<file path="config.mk">
export PLATFORM = sky130hd
export DESIGN_NAME = ilid_cell
export DESIGN_NICKNAME = d
export VERILOG_FILES = /design/src/rtl/core/ilid_pkg.sv /design/src/rtl/core/ilid_cell.sv
export SDC_FILE = /design/constraint.sdc
export NUM_CORES = 1
export LEC_CHECK = 0
export CAP_MARGIN = 30
export CELL_PAD_IN_SITES_DETAIL_PLACEMENT = 1
export CELL_PAD_IN_SITES_GLOBAL_PLACEMENT = 1
export CORE_ASPECT_RATIO = 1.25
export CORE_MARGIN = 4
export CORE_UTILIZATION = 40
export CTS_CLUSTER_DIAMETER = 80
export CTS_CLUSTER_SIZE = 40
export DETAILED_ROUTE_END_ITERATION = 12
export DONT_BUFFER_PORTS = 1
export GPL_TIMING_DRIVEN = 0
export PLACE_DENSITY = 0.76
export SYNTH_ARGS = -nofsm -noshare
export SYNTH_HDL_FRONTEND = slang
export SYNTH_SLANG_ARGS = --single-unit
</file>
<file path="constraint.sdc">
create_clock -name clk -period 3.15 [get_ports clk]
set_input_delay 0.4725 -clock clk [delete_from_list [all_inputs] [get_ports clk]]
set_output_delay 0.4725 -clock clk [all_outputs]
set_load 0.1 [all_outputs]
</file>
<file path="src/rtl/core/ilid_pkg.sv">
`default_nettype none
// ----------------------------------------------------------------------------
// ilid_pkg : shared types and constants of the indexed list unit
// Operation and status codes, field widths and the control bundle that the
// top level hands to every list cell.
// ----------------------------------------------------------------------------
package ilid_pkg;

  localparam int CAPACITY   = 64;
  localparam int DATA_W     = 32;
  localparam int OP_W       = 3;
  localparam int POS_W      = 7;
  localparam int STATUS_W   = 2;
  localparam int LENOUT_W   = 7;
  localparam int LEN_W      = $clog2(CAPACITY + 1);
  localparam int IDX_W      = $clog2(CAPACITY);
  localparam int CMP_W      = (POS_W > LEN_W) ? POS_W : LEN_W;
  localparam int TREE_LVL   = IDX_W;
  localparam int TREE_LEAF  = 2 ** TREE_LVL;
  localparam int CNT_W      = $clog2(TREE_LVL + 1);
  localparam int IN_TDATA_W  = 48;
  localparam int OUT_TDATA_W = 48;

  localparam logic [DATA_W-1:0] RD_MISS = '1;

  typedef enum logic [OP_W-1:0] {
    OP_READ = 3'd0,
    OP_HEAD = 3'd1,
    OP_TAIL = 3'd2,
    OP_AT   = 3'd3,
    OP_DEL  = 3'd4
  } op_t;

  typedef enum logic [STATUS_W-1:0] {
    ST_DONE  = 2'd0,
    ST_RANGE = 2'd1,
    ST_FULL  = 2'd2
  } status_t;

  typedef enum logic {
    S_IDLE,
    S_READ
  } state_t;

  // per-cycle command to the cell row
  typedef struct packed {
    logic              ins;
    logic              del;
    logic [CMP_W-1:0]  pos;
    logic [DATA_W-1:0] data;
  } cell_ctl_t;

endpackage
`default_nettype wire

</file>
<file path="src/rtl/core/ilid_cell.sv">
`default_nettype none
// ----------------------------------------------------------------------------
// ilid_cell : one slot of the list
// Holds one value; shifts from a neighbour on insert and delete, loads the new
// value on insert, and offers its value to the read tree when addressed.
// ----------------------------------------------------------------------------
module ilid_cell (
  input  wire logic                          clk,
  input  wire logic [ilid_pkg::IDX_W-1:0]    idx,
  input  wire ilid_pkg::cell_ctl_t           ctl,
  input  wire logic [ilid_pkg::CMP_W-1:0]    rd_pos,
  input  wire logic [ilid_pkg::DATA_W-1:0]   left_val,
  input  wire logic [ilid_pkg::DATA_W-1:0]   right_val,
  output logic      [ilid_pkg::DATA_W-1:0]   val,
  output logic      [ilid_pkg::DATA_W-1:0]   rd_val
);

  logic [ilid_pkg::DATA_W-1:0] val_r;
  logic [ilid_pkg::DATA_W-1:0] val_nxt;
  logic [ilid_pkg::CMP_W-1:0]  idx_x;

  assign idx_x = ilid_pkg::CMP_W'(idx);

  always_comb begin
    val_nxt = val_r;
    if (ctl.ins) begin
      if (idx_x > ctl.pos) begin
        val_nxt = left_val;
      end else if (idx_x == ctl.pos) begin
        val_nxt = ctl.data;
      end
    end else if (ctl.del) begin
      if (idx_x >= ctl.pos) begin
        val_nxt = right_val;
      end
    end
  end

  always_ff @(posedge clk) begin
    val_r <= val_nxt;
  end

  assign val    = val_r;
  assign rd_val = (idx_x == rd_pos) ? val_r : '0;

endmodule
`default_nettype wire

</file>
=== After elaboration in Yosys (flattened, before gate mapping) ===
Cells that the tools add are included.

* Word-level logic and storage cells: 15
* Output and inout bits: 64
* Input bits: 119
* Flip-flop bits (word level): 32

* Muxes and demuxes: 6
* Reduce and logical (&&, ||, !) cells: 3
* $lt $le $gt $ge: 2
* Equal/unequal tests: 3

{| class="wikitable"
|+ Operator list
! cell !! number
|-
| $mux W32 || 6
|-
| $eq A6 B7 Y1 || 2
|-
| $ge A6 B7 Y1 || 1
|-
| $gt A6 B7 Y1 || 1
|-
| $reduce_bool A2 Y1 || 2
|-
| $ne A3 B1 Y1 const B || 1
|-
| $reduce_and A3 Y1 || 1
|}

=== Depth between registers and ports, before layout ===
* Depth in word-level cells: 4
* Depth in mapped cells: 8
* Depth with buffers taken out: 6

=== Worst setup path before layout ===
OpenSTA, ideal clock, no wires.

* Path type: input to output
* From: input port rd_pos[3] in the netlist's numbering
* To: output port rd_val[5] in the netlist's numbering
* Arrival time: 2,288 ps
* Stages: 5
* Slack: 390 ps
* Buffers on the path: 1
* Required time: 2,677 ps
* Path through: xor2_1 -> or4_4 -> nor4_4 -> clkbuf_2 -> and2_1

* Cells in the longest elaborated chain, start to end: 2

{| class="wikitable"
|+ RTL lines
! element !! line !! text
|-
| start, declared || ilid_cell.sv:11 || <nowiki>input wire logic [ilid_pkg::CMP_W-1:0] rd_pos,</nowiki>
|-
| $eq A6 B7 Y1 || ilid_cell.sv:44 || <nowiki>assign rd_val = (idx_x == rd_pos) ? val_r : '0;</nowiki>
|-
| $mux W32 || ilid_cell.sv:44 ||
|-
| end, declared || ilid_cell.sv:15 || <nowiki>output logic [ilid_pkg::DATA_W-1:0] rd_val</nowiki>
|}

Every way passes these cells.

=== Worst setup path after layout ===
* From: input port rd_pos[3] in the netlist's numbering
* To: output port rd_val[13] in the netlist's numbering

Same word-level chain as after synthesis.

==> impl_metrics.env <==
export IMPL_drive_above_1_share_pct=11.5
export IMPL_rsz0062_at_grt="no"
export IMPL_whs_ns=0.414
export IMPL_syn_to_final_growth_pct=6.56
export IMPL_grt_overflow_total=0
export IMPL_path_buf_inv=1
export IMPL_p_leak_uw=0.00127
export IMPL_crit_arrival_ns=2.57
export IMPL_async_flop_share_pct=0
export IMPL_mostFrequentLayoutCells="nor2_1, inv_1"
export IMPL_ant_nets=0
export IMPL_worstPathMaxFanout=10
export IMPL_viasPerCell=6.26
export IMPL_max_stage_delay_ns=0.80
export IMPL_io_buffers=0
export IMPL_ir_drop_v=0.000279
export IMPL_pwr_share_clk_pct=21.4
export IMPL_timing_worst_setup_path_type="in2out"
export IMPL_antenna_found_initial=0
export IMPL_ios=183
export IMPL_worstSetupPathDepth=5
export IMPL_setup_violations=0
export IMPL_hold_violations=0
export IMPL_finalCritPeriodShare_pct=96.4
export IMPL_maxSlewHeadroom_pct=36.1
export IMPL_finalCriticalPeriod_ns=3.04
export IMPL_routed_wl_mm=10.7
export IMPL_final_common_cell="nor2_1"
export IMPL_maxCapViolations=0
export IMPL_fp_row_count=34
export IMPL_ys_top_cells_by_area="edfxtp_1, o211a_1, a2111oi_0, nor2_1, and2_2"
export IMPL_synth_seq_cells=32
export IMPL_synth_nets=484
export IMPL_syn_avg_cell_area_sq_um=8.18
export IMPL_clockBufferDepth=2
export IMPL_place_area_sq_um=3050
export IMPL_synth_top_cell_by_area="edfxtp_1"
export IMPL_yosys_warnings=0
export IMPL_cpLargestDelayFamily="simple AND/OR/NAND/NOR gates"
export IMPL_cp_start_kind="input pin"
export IMPL_worst_setup_path_end_kind="primary output"
export IMPL_cts_clk_slew_worst_paths_ns=0.08
export IMPL_ys_flop_type="edfxtp_1"
export IMPL_setup_slack_ns=0.112
export IMPL_min_path_type="in2reg"
export IMPL_htreeDepth=2
export IMPL_coreArea_sq_um=7060
export IMPL_crit_start="rd_pos[3]"
export IMPL_postLayoutCellArea_sq_um=3130
export IMPL_tightest_slew_ns=0.964
export IMPL_die_h_um=104
export IMPL_ys_seq_area_share_pct=32.7
export IMPL_comb_power_share_pct=20.2
export IMPL_die_w_um=84.7
export IMPL_switchingPower_uw=689
export IMPL_ctsRootBufferMaster="clkbuf_8"
export IMPL_critPathCapture="rd_val[13]"
export IMPL_status="finished clean"
export IMPL_drt_pass1_iter_count=4
export IMPL_synth_edf_count=32
export IMPL_slowest_stage="and2_1"
export IMPL_cts_tree="built"
export IMPL_syn_inst=359
export IMPL_synthesis_area_sq_um=2940
export IMPL_grt_max_degree=33
export IMPL_vias=2855
export IMPL_grt_pass1_wl_mm=16.6
export IMPL_hpwl_mm=7.97
export IMPL_largest_reg_flops=32
export IMPL_wl_per_cell_um=23.4
export IMPL_dieArea_sq_um=8790
export IMPL_seqPwrFrac_pct=58.5
export IMPL_initial_core_util_pct=41.6
export IMPL_p_int_uw=772
export IMPL_antenna_cells=0
export IMPL_fin_nets=491
export IMPL_preCtsSetupSlack_ns=0.0838
export IMPL_drt_iter0_markers=89
export IMPL_hold_buffers=0
export IMPL_max_clock_freq_mhz=329
export IMPL_track_usage_pct=23.3
export IMPL_worstPathCellList="xor2_1 -> or4_4 -> nor4_4 -> clkbuf_2 -> and2_1"
export IMPL_min_path_cells=1
export IMPL_place_congestion=0.813
export IMPL_final_max_slew_violation_count=0
export IMPL_switching_share_pct=47.1
export IMPL_cts_sink_count=32
export IMPL_grt_pass1_vias=3165
export IMPL_numCtsBuffers=5
export IMPL_yosys_area_top_type_share_pct=32.7
export IMPL_required_ns=2.68
export IMPL_power_density_nw_per_um2=467
export IMPL_ys_types=28
export IMPL_drc_errors=0
-- stage by stage --
| step | setup TNS, ns | cells | util, % | power, uW |
|---|---|---|---|---|
| floorplan | 0 | 359 | - | 1070 |
| detailed placement | 0 | 449 | 43.2 | 1160 |
| CTS | 0 | 456 | 44.3 | 1470 |
| global route | 0 | 456 | 44.3 | 1530 |
| global placement | -9.80 | 449 | 43.2 | 1150 |
| finish | 0 | 456 | 44.3 | 1460 |
-- cell type report --
type                    count  area, sq um
plain buffers              35          136
clock buffers               5         68.8
clock inverters             2         7.51
fillers                   878         3930
inverters                  38          143
multi-input cells         254         1700
flip-flops and latches     32          961
well taps                  90          113
-- Yosys cell counts, drive strengths merged (6+ instances only) --
master and instances:
a2111oi 32, a31oi 32, and2 33, clkbuf 34, edfxtp 32, ha 6
inv 38, nor2 67, o211a 32, o21ai 33, xor2 6
-- worst min-delay path by stage --
stage | slack, ns | startpoint | end
4_1_cts | 0.41 | ctl[21] | val[21]
5_1_grt | 0.41 | ctl[1] | val[1]
6_report | 0.41 | ctl[21] | val[21]
2_1_floorplan | 0.70 | ctl[0] | val[0]
3_5_place_dp | 0.71 | ctl[26] | val[26]
3_3_place_gp | 0.71 | ctl[24] | val[24]
-- routing by layer --
layer  up-vias  GRT usage (%)  share of wire, %
li1       1336              -                 -
met1      1392           27.0                38
met2       121           41.9                52
met3         6           6.35               8.6
met4         0           5.77              0.89
met5         -              0                 0
-- logic make-up (layout without fill, tap and decap cells) --
| logic type | Yosys count | after routing | synth area share [%] |
|---|---|---|---|
| buffers and inverters | 73 | 80 | 9.50 |
| flip-flops | 32 | 32 | 32.7 |
| XOR/XNOR | 6 | 6 | 1.79 |
| adder cells (fa/ha/maj) | 6 | 6 | 2.56 |
| AO/OA/AOI/OAI | 136 | 136 | 34.6 |
| AND/OR/NAND/NOR | 106 | 106 | 18.8 |
-- power groups by stage --
stage,clock network (uW),registers (uW),logic [uW]
5_1_grt,339,859,329
6_report,312,854,295
2_1_floorplan,0,854,219
4_1_cts,314,856,295
3_3_place_gp,0,864,285
3_5_place_dp,0,864,295
-- repair_timing --
| action | 4_1_cts | 5_1_grt |
|---|---|---|
| setup endpoints to repair | 0 | 2 |
| buffers inserted | 0 | 0 |
| resized for setup | 0 | 2 |
Note: power is estimated with default switching activity, not from simulation.
